File: config.mk
export PLATFORM = sky130hd
export DESIGN_NAME = frame_peak_rms_meter
export DESIGN_NICKNAME = d
export VERILOG_FILES = /design/src/sv/fprm_pkg.sv /design/src/sv/frame_peak_rms_meter.sv
export SDC_FILE = /design/constraint.sdc
export NUM_CORES = 1
export LEC_CHECK = 0
export BUFFER_PORTS_ARGS = -buffer_cell sky130_fd_sc_hd__buf_2
export CORE_ASPECT_RATIO = 1.75
export CORE_MARGIN = 2
export CORE_UTILIZATION = 45
export CTS_CLUSTER_DIAMETER = 200
export DETAILED_ROUTE_END_ITERATION = 6
export PLACE_DENSITY = 0.71
export SYNTH_ARGS = -nofsm -noshare
export SYNTH_HDL_FRONTEND = slang
export SYNTH_SLANG_ARGS = --single-unit
File: constraint.sdc
create_clock -name clock -period 19.45 [get_ports clock]
set_clock_uncertainty 0.05 [all_clocks]
set_input_delay 4.8625 -clock clock [delete_from_list [all_inputs] [get_ports clock]]
set_output_delay 4.8625 -clock clock [all_outputs]
set_load 0.01 [all_outputs]
File: src/sv/fprm_pkg.sv
`timescale 1ns / 1ps
// fprm_pkg: request and response types, sequencer states and square root constants
// for the frame peak and rms meter. No dependencies.
package fprm_pkg;

   typedef struct packed {
      logic signed [15:0] sample;
      logic               has_sample;
      logic               frame_end;
   } fprm_req_type;

   typedef struct packed {
      logic [15:0] peak_level;
      logic [15:0] rms_level;
   } fprm_rsp_type;

   typedef enum logic [2:0] {
      ST_IDLE,
      ST_FOLD,
      ST_DIV,
      ST_SQRT,
      ST_DONE
   } fprm_state_type;

   // magnitude, square and root widths follow from the 16-bit sample
   localparam int MAG_W      = 16;
   localparam int SQ_W       = 31;
   localparam int SQRT_W     = 31;
   localparam int ROOT_W     = 32;
   localparam int SUB_W      = 33;
   localparam int SQRT_STEPS = 16;
   localparam logic [SQRT_W-1:0] SQRT_TOP = 31'h4000_0000;

endpackage

File: src/sv/frame_peak_rms_meter.sv
`timescale 1ns / 1ps
// frame_peak_rms_meter: peak and rms level of one audio frame, with a shared
// subtractor that runs a restoring divide and then a bitwise square root.
// Depends on fprm_pkg.
//
// channel  direction  handshake                  payload
// req      in         req_valid / req_stall      fprm_req_type (sample, has_sample, frame_end)
// rsp      out        rsp_valid / rsp_stall      fprm_rsp_type (peak_level, rms_level)
//
// A request without frame_end is accepted in ST_IDLE; samples stream at one per cycle
// while no frame is closing. A request with frame_end steps in order: accept, fold
// the last square into the sum, SUM_W divide steps and 16 root steps on the one
// shared subtractor, load the output register. A frame with no samples skips the
// divide. Synchronous reset clears state, peak, sum, count, add_pend and rsp_valid.
// The result waits in its output register, so new requests are taken while rsp_stall
// holds it; only a second finished result waits for the first to leave.
module frame_peak_rms_meter
   import fprm_pkg::*;
#(
   parameter int MAX_SAMPLES = 4096
) (
   input  logic         clock,
   input  logic         reset,
   input  logic         req_valid,
   output logic         req_stall,
   input  fprm_req_type req_data,
   output logic         rsp_valid,
   input  logic         rsp_stall,
   output fprm_rsp_type rsp_data
);

   localparam int COUNT_W = $clog2(MAX_SAMPLES + 1);
   localparam int SUM_W   = COUNT_W + 30;
   localparam int STEP_W  = $clog2(SUM_W);

   fprm_state_type state_ff, state_in;

   logic [MAG_W-1:0]   peak_ff, peak_in;
   logic [SUM_W-1:0]   sum_ff, sum_in;
   logic [COUNT_W-1:0] count_ff, count_in;
   logic [SQ_W-1:0]    sq_ff, sq_in;
   logic               add_pend_ff, add_pend_in;
   logic [COUNT_W-1:0] rem_ff, rem_in;
   logic [STEP_W-1:0]  step_ff, step_in;
   logic [SQRT_W-1:0]  m_ff, m_in;
   logic [ROOT_W-1:0]  root_ff, root_in;
   logic [SQRT_W-1:0]  bit_ff, bit_in;
   logic               rsp_valid_ff, rsp_valid_in;
   fprm_rsp_type       rsp_data_ff, rsp_data_in;

   logic               accept;
   logic               take;
   logic               load_rsp;
   logic [16:0]        ext;
   logic [16:0]        mag17;
   logic [MAG_W-1:0]   mag;
   logic [31:0]        prod;
   logic [SUM_W-1:0]   sum_added;
   logic [COUNT_W:0]   div_trial;
   logic [ROOT_W-1:0]  root_trial;
   logic [SUB_W-1:0]   sub_a, sub_b, sub_diff;
   logic               sub_ge;
   logic               qbit;

   assign accept = req_valid && !req_stall;
   assign take   = accept && req_data.has_sample && (count_ff < COUNT_W'(MAX_SAMPLES));

   // magnitude of the sample, widened first so the most negative value gives 32768
   assign ext   = {req_data.sample[15], req_data.sample};
   assign mag17 = req_data.sample[15] ? (~ext + 17'd1) : ext;
   assign mag   = mag17[MAG_W-1:0];
   assign prod  = 32'(mag) * 32'(mag);

   assign sum_added = add_pend_ff ? (sum_ff + SUM_W'(sq_ff)) : sum_ff;

   assign div_trial  = {rem_ff, sum_ff[SUM_W-1]};
   assign root_trial = root_ff + ROOT_W'(bit_ff);

   // shared subtractor: divide trial in ST_DIV, root trial in ST_SQRT
   always_comb begin
      if (state_ff == ST_SQRT) begin
         sub_a = SUB_W'(m_ff);
         sub_b = SUB_W'(root_trial);
      end else begin
         sub_a = SUB_W'(div_trial);
         sub_b = SUB_W'(count_ff);
      end
      sub_diff = sub_a - sub_b;
      sub_ge   = !sub_diff[SUB_W-1];
   end

   assign qbit = sub_ge;

   // next state
   always_comb begin
      state_in = state_ff;
      unique case (state_ff)
         ST_IDLE: begin
            if (accept && req_data.frame_end) state_in = ST_FOLD;
         end
         ST_FOLD: begin
            if (count_ff == '0) state_in = ST_SQRT;
            else                state_in = ST_DIV;
         end
         ST_DIV: begin
            if (step_ff == '0) state_in = ST_SQRT;
         end
         ST_SQRT: begin
            if (step_ff == '0) state_in = ST_DONE;
         end
         ST_DONE: begin
            if (load_rsp) state_in = ST_IDLE;
         end
         default: state_in = ST_IDLE;
      endcase
   end

   // outputs of the sequencer
   always_comb begin
      req_stall = 1'b1;
      load_rsp  = 1'b0;
      unique case (state_ff)
         ST_IDLE: req_stall = 1'b0;
         ST_DONE: load_rsp  = !rsp_valid_ff || !rsp_stall;
         ST_FOLD, ST_DIV, ST_SQRT: req_stall = 1'b1;
         default: req_stall = 1'b1;
      endcase
   end

   // datapath
   always_comb begin
      peak_in     = peak_ff;
      sum_in      = sum_ff;
      count_in    = count_ff;
      sq_in       = sq_ff;
      add_pend_in = add_pend_ff;
      rem_in      = rem_ff;
      step_in     = step_ff;
      m_in        = m_ff;
      root_in     = root_ff;
      bit_in      = bit_ff;
      rsp_data_in = rsp_data_ff;
      rsp_valid_in = rsp_valid_ff && rsp_stall;

      unique case (state_ff)
         ST_IDLE: begin
            // square registered here, folded into the sum on the next cycle
            sum_in      = sum_added;
            add_pend_in = take;
            if (take) begin
               sq_in    = prod[SQ_W-1:0];
               count_in = count_ff + COUNT_W'(1);
               if (mag > peak_ff) peak_in = mag;
            end
         end
         ST_FOLD: begin
            sum_in      = sum_added;
            add_pend_in = 1'b0;
            rem_in      = '0;
            if (count_ff == '0) begin
               m_in    = '0;
               root_in = '0;
               bit_in  = SQRT_TOP;
               step_in = STEP_W'(SQRT_STEPS - 1);
            end else begin
               step_in = STEP_W'(SUM_W - 1);
            end
         end
         ST_DIV: begin
            rem_in  = qbit ? sub_diff[COUNT_W-1:0] : div_trial[COUNT_W-1:0];
            sum_in  = {sum_ff[SUM_W-2:0], qbit};
            step_in = step_ff - STEP_W'(1);
            if (step_ff == '0) begin
               // mean is at most 2^30, so the low bits hold all of it
               m_in    = sum_in[SQRT_W-1:0];
               root_in = '0;
               bit_in  = SQRT_TOP;
               step_in = STEP_W'(SQRT_STEPS - 1);
            end
         end
         ST_SQRT: begin
            if (sub_ge) begin
               m_in    = sub_diff[SQRT_W-1:0];
               root_in = (root_ff >> 1) + ROOT_W'(bit_ff);
            end else begin
               root_in = root_ff >> 1;
            end
            bit_in  = bit_ff >> 2;
            step_in = step_ff - STEP_W'(1);
         end
         ST_DONE: begin
            if (load_rsp) begin
               rsp_valid_in           = 1'b1;
               rsp_data_in.peak_level = peak_ff;
               rsp_data_in.rms_level  = root_ff[15:0];
               peak_in                = '0;
               sum_in                 = '0;
               count_in               = '0;
            end
         end
         default: begin
            add_pend_in = 1'b0;
         end
      endcase
   end

   always_ff @(posedge clock) begin
      if (reset) begin
         state_ff     <= ST_IDLE;
         peak_ff      <= '0;
         sum_ff       <= '0;
         count_ff     <= '0;
         add_pend_ff  <= 1'b0;
         rsp_valid_ff <= 1'b0;
      end else begin
         state_ff     <= state_in;
         peak_ff      <= peak_in;
         sum_ff       <= sum_in;
         count_ff     <= count_in;
         add_pend_ff  <= add_pend_in;
         rsp_valid_ff <= rsp_valid_in;
      end
   end

   always_ff @(posedge clock) begin
      sq_ff       <= sq_in;
      rem_ff      <= rem_in;
      step_ff     <= step_in;
      m_ff        <= m_in;
      root_ff     <= root_in;
      bit_ff      <= bit_in;
      rsp_data_ff <= rsp_data_in;
   end

   assign rsp_valid = rsp_valid_ff;
   assign rsp_data  = rsp_data_ff;

   // sample count never passes the saturation limit
   a_count_limit: assert property (@(posedge clock) disable iff (reset)
      count_ff <= COUNT_W'(MAX_SAMPLES))
      else $error("sample count above limit");

   // closing request always starts the fold step
   a_close_fold: assert property (@(posedge clock) disable iff (reset)
      (req_valid && !req_stall && req_data.frame_end) |=> state_ff == ST_FOLD)
      else $error("frame end did not start fold");

   // last square must be folded before divide and root use the sum
   a_fold_done: assert property (@(posedge clock) disable iff (reset)
      (state_ff == ST_DIV || state_ff == ST_SQRT) |-> !add_pend_ff)
      else $error("pending square not folded");

   // root of a mean up to 2^30 never exceeds 32768
   a_root_range: assert property (@(posedge clock) disable iff (reset)
      state_ff == ST_DONE |-> root_ff <= ROOT_W'(32768))
      else $error("root out of range");

endmodule
Word level (Yosys, flattened, before mapping)
Cells that the tools add are included.
{ "word_totals": {"reg_bits": 253, "latch_bits": 0, "mem_bits_rw": 0, "mem_bits_ro": 0, "in_bits": 22, "out_inout_bits": 34, "word_cells": 104, "mem_count": 0} }
{ "op_classes": {"add_sub_neg": 7, "mul": 1, "div": 0, "order_cmp": 2, "n_eq_ne": 13, "shifts": 0, "mux": 40, "bitwise": 1, "reduce_logical": 26} }
{ "ops": {"columns": ["operator", "count"], "rows": [
  ["2-to-1 mux 31 bit", 6],
  ["case mux 31 bit (3 select lines)", 2],
  ["case mux 43 bit (3 select lines)", 1],
  ["2-to-1 mux 32 bit", 4],
  ["case mux 32 bit (3 select lines)", 1],
  ["2-to-1 mux 43 bit", 2],
  ["2-to-1 mux 16 bit", 4],
  ["case mux 13 bit (2 select lines)", 2],
  ["adder 43 x 31 -> 43 bit", 1],
  ["2-to-1 mux 13 bit", 3],
  ["subtractor 31 x 33 -> 33 bit", 1],
  ["adder 31 x 31 -> 32 bit", 1],
  ["adder 32 x 31 -> 32 bit", 1],
  ["case mux 16 bit (2 select lines)", 1],
  ["multiplier 16 x 16 -> 31 bit", 1],
  ["case mux 6 bit (3 select lines)", 1],
  ["adder 16 x 1 -> 16 bit, second input constant", 1],
  ["> comparator 16 bit", 1],
  ["NOT 16 bit", 1],
  ["case mux 3 bit (5 select lines)", 1],
  ["adder 13 x 1 -> 13 bit, second input constant", 1],
  ["logical NOT 13 bit", 1],
  ["less-than comparator 13 bit, second input constant", 1],
  ["2-to-1 mux 3 bit", 4],
  ["21 further kinds", 47]
]} }

Logic depth before layout (Yosys ltp)
Gate-level depths: netlist of run 1.
{ "depth": {"word_depth": 7, "mapped_depth": 34, "ltp_nobuf": 32} }

Least setup slack after synthesis of run 1
OpenSTA, ideal clock, no wires.
{ "synth_path": {"path_kind": "in2reg", "from": "input port req_data[2] (netlist bit)", "to": "register sq_ff[30] (data pin)", "setup_time_ns": 0.260, "arrival_ns": 12.238, "required_time_ns": 19.140, "path_slack_ns": 6.902, "stages": 30, "n_path_buf": 1, "path_cell_list": "clkinv_1 clkbuf_1 ha_1 nand2_1 or3_1 or2_2 nand2b_1 o21ai_0 xor2_1 inv_2 nand2_1 fa_1 inv_1 fa_1 fa_1 fa_1 fa_1 inv_1 fa_1 inv_1 ha_1 and3_1 a221oi_1 nand2_1 o21a_1 o41ai_1 a311o_1 o211ai_1 a21oi_1 xnor2_1"} }
{ "synth_between": {"elab_chain_cells": 4} }
{ "synth_lines": {"columns": ["element", "line_no", "source"], "rows": [
  ["from (decl)", "frame_peak_rms_meter.sv:26", "input fprm_req_type req_data,"],
  ["NOT 16 bit", "frame_peak_rms_meter.sv:70", "assign mag17 = req_data.sample[15] ? (~ext + 17'd1) : ext;"],
  ["adder 16 x 1 -> 16 bit", "frame_peak_rms_meter.sv:70", null],
  ["2-to-1 mux 16 bit *", "frame_peak_rms_meter.sv:70", null],
  ["multiplier 16 x 16 -> 31 bit *", "frame_peak_rms_meter.sv:72", "assign prod = 32'(mag) * 32'(mag);"],
  ["via prod[30]", "frame_peak_rms_meter.sv:57", "logic [31:0] prod;"],
  ["to (signal assigned)", "frame_peak_rms_meter.sv:226", "sq_ff <= sq_in;"],
  ["to (decl)", "frame_peak_rms_meter.sv:41", "logic [SQ_W-1:0] sq_ff, sq_in;"]
]} }
Mark *: on every way through the listed nets, which the timed path passes. The rest lies on a longest branch.
A chain may end at the register's enable or synchronous reset.

Final worst setup path of run 1
{ "layout_path": {"from": "input port req_data[2] (netlist bit)", "to": "register sq_ff[29] (data pin)"} }
The elaborated chain is that of the path after synthesis.

==> results.cfg, run 1 <==
[outcome]
status = finished clean

[power]
seq_power_share_pct = 17.3
p_leak_uw = 0.01077
combPwrFrac_pct = 73.2
power_frac_clock_pct = 9.4
power_switching_share_pct = 47.63
intPower_uw = 2534
p_sw_uw = 2306
ir_worst_vdd_uv = 230.6
p_per_area_nw_per_um2 = 198.8

[sta]
fmax_mhz = 73.25
slew-limit-headroom_pct = 16.32
fin_crit_sh_pct = 70.19
fin_setup_tns_ps = 0
slew_viol_final = 0
rsz0062_at_grt = no
setup_viol = 0
whs_ps = 415.5
worst_pin_slew_ps = 1246
hold_viol_final = 0
fin_crit_ps = 13650

[yosys]
seq_area_frac_synth_pct = 28.05
postSynthCellCount = 2522
synth-edff-count = 160
async_reset_ff_share_pct = 0
synth_area_leaders = edfxtp_1, fa_1, ha_1
synth_area_per_cell_um2 = 8.971
synth_top_family_by_area = adder cells
yosys.area_share.simple_pct = 16.17
synth_flop_cell = edfxtp_1
synth_cell_types = 81
synth-compound-area-share_pct = 15.23
yosys.area.top_type_share_pct = 21.24
synth_adder_area_share_pct = 26.25
yosysTopAreaCell = edfxtp_1
synthXorXnorAreaFrac_pct = 5.995
ys_seq_elements = 237
synth_area_um2 = 22620
synth_mux_area_share_pct = 1.156
ys_warn_count = 0

[worst_setup_path]
crit_type = in -> reg
r2r-end = m_ff[24]$_DFFE_PP_
startpoint_type = input pin
cp_slowest_cell = xnor2_1
crit_arrival_ps = 13880
worstSetupEndpointType = flip-flop
slowest_delay_ps = 960
crit_start = req_data[2]
r2r_start = root_ff[2]$_SDFFCE_PN0P_
cp_max_fo = 18
rr_worst_depth = 21
cp_data_required_time_ps = 19680
ff2ff_setup_slack_ps = 13320

[hold_path]
min_from = peak_ff[9]$_SDFFE_PP0P_
hold_depth = 0
hold_end = rsp_data[25]$_DFFE_PP_
hp-class = reg -> reg

[grt]
grt_pass1_vias = 18910
grt_usage_pct = 21.76
grt_max_degree = 68
grt_pass1_wl_um = 92650
grt-ovfl-total = 0
antenna_found_initial = 0

[layout]
fin_util_pct = 49.09
antenna_cells = 0
fillers = 4650
nets = 2940
seqCellArea_um2 = 6347
syn_to_final_growth_pct = 7.615
fin_cells = 3221
multi_input_area_um2 = 14730
final_common_cell = inv_1
drive_gt1_share_pct = 7.263
layout_common_cells = inv_1, nand2_1, nor2_1

[clock_network]
root_buffer = clkbuf_16
cts_setup_buffers = 0
clk_path_buf_depth = 3
cts_sinks = 237
cts_resized = 0
h-tree-depth = 1
numCtsBuffers = 24
tritoncts = built
cts_hold_buf = 0
clk_pin_slew_ps = 60
insertion_delay_ps = 570

[drt]
drtIter0Drc = 1055
wl_um = 56770
final_antenna_net_count = 0
wl_per_cell_um = 17.62
first_pass_iters = 6
top_layer = met4
vias = 18150
dr_wl_met2_um = 31240
drt-met1-wl_um = 20100
viasPerCell = 5.633
post-route-drc-count = 0
wl_met3_um = 1982

[die]
rows = 108
die_h_um = 300.6
io_pins = 56
dieArea_um2 = 52160
initial_utilization_pct = 45.62
coreArea_um2 = 49590
die_x_um = 173.5

[place]
place_inst = 3177
port_buffers = 55
gp_congestion = 0.9555
dp_hpwl_um = 44920

[run]
drv_cap = 0
-- flip-flops by register name, indices dropped and copies added (netlist names) --
signal,flops
add_pend_ff,1
bit_ff,16
count_ff,13
m_ff,31
peak_ff,16
rem_ff,13
root_ff,32
rsp_data,32
rsp_valid,1
sq_ff,30
state_ff,3
step_ff,6
sum_ff,43
-- kinds of logic (layout without fill, tap and decap cells) --
family	count (synthesis)	count (layout)
xor+xnor	154	154
fa+ha+maj	375	375
other cells	2	11
compound gates	518	518
buf+inv	415	445
mux	26	26
flops	237	237
simple gates	795	795
-- final cells by class --
type | instances | share of cell area, %
Multi-Input combinational cell | 1879 | 60.50
Sequential cell | 237 | 26.07
Timing Repair Buffer | 82 | 1.963
Clock buffer | 31 | 2.785
Inverter | 319 | 4.918
Tap cell | 660 | 3.392
Clock inverter | 13 | 0.3700
-- stage by stage --
stage	setup WS [ps]	cell area (um2)	total power, uW
finish	5798	24350	4840
global route	5086	24350	5385
CTS	5925	24350	4853
detailed placement	5400	23580	4371
global placement	5698	23580	4239
floorplan	6902	22660	3613
-- metal layers --
layer	vias up	track usage, %
met5	-	0
met4	0	12.69
met3	185	1.869
met2	475	43.53
met1	8765	21.55
li1	8720	-
-- synthesized netlist by cell type, types with 48 or more instances --
cell	n
fa_1	166
o21ai_0	90
ha_1	209
xnor2_1	100
a21oi_1	130
nor2_1	230
dfxtp_1	77
edfxtp_1	160
a21o_1	51
xor2_1	53
clkbuf_1	79
inv_1	313
nand2_1	279
nor3_1	48
-- critical path: cells and delay by family --
| kind | cells | cell delay (ps) |
|---|---|---|
| fa+ha+maj | 8 | 3520 |
| compound gates | 7 | 1780 |
| buf+inv | 9 | 1660 |
| xor+xnor | 2 | 1120 |
| simple gates | 6 | 920 |
-- power by group through the flow --
stage | Sequential [uW] | Combinational, uW | Clock (uW)
5_1_grt | 848 | 4050 | 484
6_report | 839 | 3540 | 456
2_1_floorplan | 833 | 2780 | 0
3_5_place_dp | 850 | 3520 | 0
3_3_place_gp | 848 | 3390 | 0
4_1_cts | 839 | 3550 | 467
-- worst max path at each step --
stage	endpoint	slack, ps	cells after the start
after CTS	sq_ff[29]$_DFFE_PP_	5920	32
final	sq_ff[29]$_DFFE_PP_	5800	32
after global routing	sq_ff[29]$_DFFE_PP_	5090	32
after floorplan	sq_ff[30]$_DFFE_PP_	6900	30
after global placement	sq_ff[30]$_DFFE_PP_	5700	31
after detailed placement	sq_ff[29]$_DFFE_PP_	5400	32
No activity file was read; power rests on OpenSTA's default activity.
==> run 2: changes to the inputs <==
- clock period: 19.45 -> 14.2 ns (I/O delays scaled with it)
==> run 2 against run 1 <==
Compared with the run above:
- global-route usage decreased by 0.36 points
- final cell count barely moved
- critical path depth rose by 1
- die area unchanged
- register-to-register slack lost 5300 ps
- final area up 0.44%
- combinational power is 38% higher
- via count is 0.39% lower
- flip-flop and latch count unchanged
- worst hold slack gained 4.0 ps
- largest cell class unchanged
- largest power group unchanged
==> results.cfg, run 2 (same netlist as run 1, synthesis figures left out) <==
[outcome]
status = finished clean

[power]
seq_power_share_pct = 17.1
intPower_uw = 3547
p_per_area_nw_per_um2 = 274.7
p_sw_uw = 3171
p_leak_uw = 0.01083
power_switching_share_pct = 47.20
ir_worst_vdd_uv = 357.2
combPwrFrac_pct = 72.4
power_frac_clock_pct = 10.4

[sta]
slew_viol_final = 0
hold_viol_final = 0
fin_crit_ps = 12120
slew-limit-headroom_pct = 23.85
whs_ps = 419.5
rsz0062_at_grt = no
fin_setup_tns_ps = 0
fmax_mhz = 82.53
worst_pin_slew_ps = 1138
fin_crit_sh_pct = 85.33
setup_viol = 0

[clock_network]
clk_pin_slew_ps = 60
cts_setup_buffers = 0
tritoncts = built
numCtsBuffers = 25
cts_sinks = 237
cts_resized = 0
insertion_delay_ps = 560
cts_hold_buf = 0
root_buffer = clkbuf_16
clk_path_buf_depth = 3
h-tree-depth = 1

[layout]
fin_cells = 3224
drive_gt1_share_pct = 7.254
largest_reg_flops = 43
final_common_cell = inv_1
nets = 2942
layout_common_cells = inv_1, nand2_1, nor2_1
syn_to_final_growth_pct = 8.086
largest-register = sum_ff
antenna_cells = 0

[grt]
grt_usage_pct = 21.40
antenna_found_initial = 0
grt_max_degree = 68
grt-ovfl-total = 0
grt_pass1_vias = 19000
grt_pass1_wl_um = 91290

[die]
die_h_um = 300.6
coreArea_um2 = 49590
dieArea_um2 = 52160
die_x_um = 173.5
io_pins = 56
rows = 108
initial_utilization_pct = 45.62

[place]
port_buffers = 55
dp_hpwl_um = 44440
gp_congestion = 0.9562
place_inst = 3178

[worst_setup_path]
cp_max_fo = 18
cp_data_required_time_ps = 14440
critPathBufInv = 9
crit_type = in -> reg
worstSetupEndpointType = flip-flop
critPathTopFamily = adder cells
slowest_delay_ps = 840
cp_slowest_cell = xnor2_1
startpoint_type = input pin
crit_arrival_ps = 12360

[run]
drv_cap = 0

[hold_path]
hp-class = reg -> reg

[drt]
vias = 18070
first_pass_iters = 5
final_antenna_net_count = 0
viasPerCell = 5.606
post-route-drc-count = 0
drtIter0Drc = 1017
wl_per_cell_um = 17.42
wl_um = 56160
[run 2: changes by cell type in the layout (fill, tap and decap cells not counted), sizes merged]
cell      delta
buf          +1
clkinvlp     -2
bufinv       +5
inv          +1
clkbuf       -2
[run 2: per-stage QoR]
step / utilization [%] / worst slack, ps / power, uW / area [um2]
CTS: 49.31 / 2123 / 6735 / 24450
finish: 49.31 / 2083 / 6718 / 24450
global placement: 47.56 / 1874 / 5794 / 23590
floorplan: - / 2334 / 4949 / 22660
global route: 49.31 / 1331 / 7435 / 24450
detailed placement: 47.56 / 1552 / 5986 / 23590
[run 2: worst paths after layout]
| kind | start | endpoint | slack [ps] | cells past startpoint |
|---|---|---|---|---|
| max | req_data[2] | sq_ff[29]$_DFFE_PP_ | 2080 | 33 |
| max reg2reg | root_ff[2]$_SDFFCE_PN0P_ | m_ff[19]$_DFFE_PP_ | 8070 | 21 |
| min reg2reg | peak_ff[4]$_SDFFE_PP0P_ | rsp_data[20]$_DFFE_PP_ | 420 | 0 |
| min | peak_ff[4]$_SDFFE_PP0P_ | rsp_data[20]$_DFFE_PP_ | 420 | 0 |
[run 2: area by class of cell]
class | count | area [um2]
fill | 4695 | 25140
tap | 660 | 825.8
multi-input combinational | 1879 | 14730
clock buffer | 29 | 640.6
clock inverter | 17 | 226.5
timing repair buffer | 83 | 485.5
sequential | 237 | 6347
inverter | 319 | 1197
[run 2: worst reg2reg max path: stages, from the launching register on]
cell	delay [ps]
edfxtp_1	500
ha_1	380
a21o_1	190
a31oi_1	220
o21bai_1	150
a31oi_1	370
o21a_1	290
nor2_1	110
o311ai_0	370
xnor2_1	170
nand2_1	100
ha_1	370
and2_1	280
nand3_1	130
nor2_1	250
a2111oi_0	160
o21a_1	230
o221ai_1	210
nand2_1	160
a21o_4	360
a21boi_2	290
buf_4	400
[run 2: routing by layer]
layer | vias up | share of wire (%) | global-route usage [%]
met1 | 8699 | 36 | 21.01
li1 | 8734 | - | -
met4 | 0 | 5.6 | 11.78
met3 | 179 | 3.3 | 2.071
met2 | 462 | 55 | 43.18
met5 | - | 0 | 0
[run 2: power by group through the flow]
stage / Clock (uW) / Combinational, uW / Sequential, uW
floorplan: 0 / 3810 / 1140
CTS: 714 / 4870 / 1150
global placement: 0 / 4630 / 1160
finish: 701 / 4870 / 1150
detailed placement: 0 / 4820 / 1160
global route: 740 / 5530 / 1160
==> run 3: changes to the inputs <==
- REMOVE_ABC_BUFFERS: not set -> 1
==> run 3 against run 2 <==
Compared with the run above:
- register-to-register slack better by 30 ps
- flip-flop and latch count stayed put
- sequential share of layout area is 0.11 points higher
- global-route usage is 0.086 points higher
- die area stayed put
- clock-buffer cell count is 5 higher
- non-clock buffer count is 4 lower
- sequential power hardly changed
- clock power is 8.1% lower
- critical endpoint is now sq_ff[30]$_DFFE_PP_
==> results.cfg, run 3 (same netlist as run 1, synthesis figures left out) <==
[drt]
wl_per_cell_um = 17.29
vias = 18120
drtIter0Drc = 976
wl_met3_um = 1943
drt-met1-wl_um = 20400
post-route-drc-count = 0
dr_wl_met2_um = 30050
wl_um = 55710
final_antenna_net_count = 0
viasPerCell = 5.627
top_layer = met4
first_pass_iters = 7

[grt]
grt_usage_pct = 21.49
grt_pass1_wl_um = 92420
antenna_found_initial = 0
grt-ovfl-total = 0
grt_max_degree = 68
grt_pass1_vias = 19320

[place]
gp_congestion = 0.9591
dp_hpwl_um = 43520
port_buffers = 55

[layout]
drive_gt1_share_pct = 7.266
largest-register = sum_ff
layout_common_cells = inv_1, nand2_1, nor2_1
nets = 2938
largest_reg_flops = 43
fillers = 4655
syn_to_final_growth_pct = 7.643
final_common_cell = inv_1

[worst_setup_path]
r2r-end = m_ff[12]$_DFFE_PP_
cp.depth = 30
crit_type = in -> reg
crit_start = req_data[2]
critPathBufInv = 7
critPathTopFamily = adder cells
ff2ff_setup_slack_ps = 8100
cp_slowest_cell = xnor2_1
worstSetupEndpointType = flip-flop
rr_worst_depth = 21
startpoint_type = input pin
cp_max_fo = 18
endpoint = sq_ff[30]$_DFFE_PP_
slowest_delay_ps = 750
crit_arrival_ps = 12260
cp_data_required_time_ps = 14440
crit_top_cell = fa_1
r2r_start = root_ff[2]$_SDFFCE_PN0P_

[clock_network]
cts_sinks = 237
cts_resized = 0
h-tree-depth = 1
insertion_delay_ps = 550
cts_hold_buf = 0
root_buffer = clkbuf_16
tritoncts = built
numCtsBuffers = 25
cts_setup_buffers = 0
clk_path_buf_depth = 3
clk_pin_slew_ps = 60

[sta]
slew-limit-headroom_pct = 13.23
fin_crit_ps = 12020
fin_crit_sh_pct = 84.63
hold_viol_final = 0
fin_setup_tns_ps = 0
setup_viol = 0
fmax_mhz = 83.22
rsz0062_at_grt = no
worst_pin_slew_ps = 1302
whs_ps = 418.5
slew_viol_final = 0

[hold_path]
hp-class = reg -> reg

[die]
io_pins = 56
initial_utilization_pct = 45.62
die_h_um = 300.6
rows = 108
coreArea_um2 = 49590
die_x_um = 173.5
dieArea_um2 = 52160

[power]
seq_power_share_pct = 17.6
p_leak_uw = 0.01078
power_frac_clock_pct = 9.8
intPower_uw = 3457
power_switching_share_pct = 47.43
p_sw_uw = 3119
p_per_area_nw_per_um2 = 270.0
ir_worst_vdd_uv = 254.6
combPwrFrac_pct = 72.6

[outcome]
status = finished clean

[run]
drv_cap = 0
-- run 3: cell count changes in the layout (fill, tap and decap cells not counted), moves of 2 or more --
cell	previous run	this run
inv_4	0	3
clkinvlp_4	0	2
clkinv_1	9	5
clkbuf_8	0	3
bufinv_16	5	0
buf_4	28	24
-- run 3: area by class of cell --
type | count | area [um2] | area share [%]
clock inverters | 12 | 76.32 | 0.3134
diodes | 1 | 2.502 | 0.01028
well taps | 660 | 825.8 | 3.391
clock buffers | 34 | 710.7 | 2.918
flip-flops and latches | 237 | 6347 | 26.06
repair buffers | 79 | 455.4 | 1.870
inverters | 319 | 1197 | 4.917
multi-input cells | 1879 | 14740 | 60.52
-- run 3: how the worst min path moves through the flow --
stage                                   from                      to  slack [ps]  cells past startpoint
floorplan            peak_ff[1]$_SDFFE_PP0P_  rsp_data[17]$_DFFE_PP_         380                      0
global placement    peak_ff[10]$_SDFFE_PP0P_  rsp_data[26]$_DFFE_PP_         400                      0
detailed placement  peak_ff[13]$_SDFFE_PP0P_  rsp_data[29]$_DFFE_PP_         390                      0
CTS                 peak_ff[13]$_SDFFE_PP0P_  rsp_data[29]$_DFFE_PP_         420                      0
global route        peak_ff[13]$_SDFFE_PP0P_  rsp_data[29]$_DFFE_PP_         430                      0
finish              peak_ff[15]$_SDFFE_PP0P_  rsp_data[31]$_DFFE_PP_         420                      0
-- run 3: power by group through the flow --
stage / logic [uW] / registers [uW] / clock network [uW]
2_1_floorplan: 3760 / 1150 / 0
3_3_place_gp: 4580 / 1170 / 0
3_5_place_dp: 4760 / 1170 / 0
4_1_cts: 4790 / 1160 / 655
5_1_grt: 5430 / 1170 / 682
6_report: 4770 / 1160 / 644
-- run 3: per-layer routing --
layer | track usage [%] | vias to the layer above
li1 | - | 8711
met5 | 0 | -
met4 | 12.57 | 0
met1 | 21.85 | 8755
met3 | 1.869 | 183
met2 | 42.28 | 474
-- run 3: stage by stage --
stage	worst slack, ps	std cells	power (uW)	cell area [um2]	utilization [%]
2_1_floorplan	625.4	2435	4909	22240	-
3_3_place_gp	1927	3174	5748	23560	47.51
3_5_place_dp	1632	3174	5928	23560	47.51
4_1_cts	2225	3220	6603	24350	49.10
5_1_grt	1432	3220	7284	24350	49.10
6_report	2183	3221	6576	24350	49.11
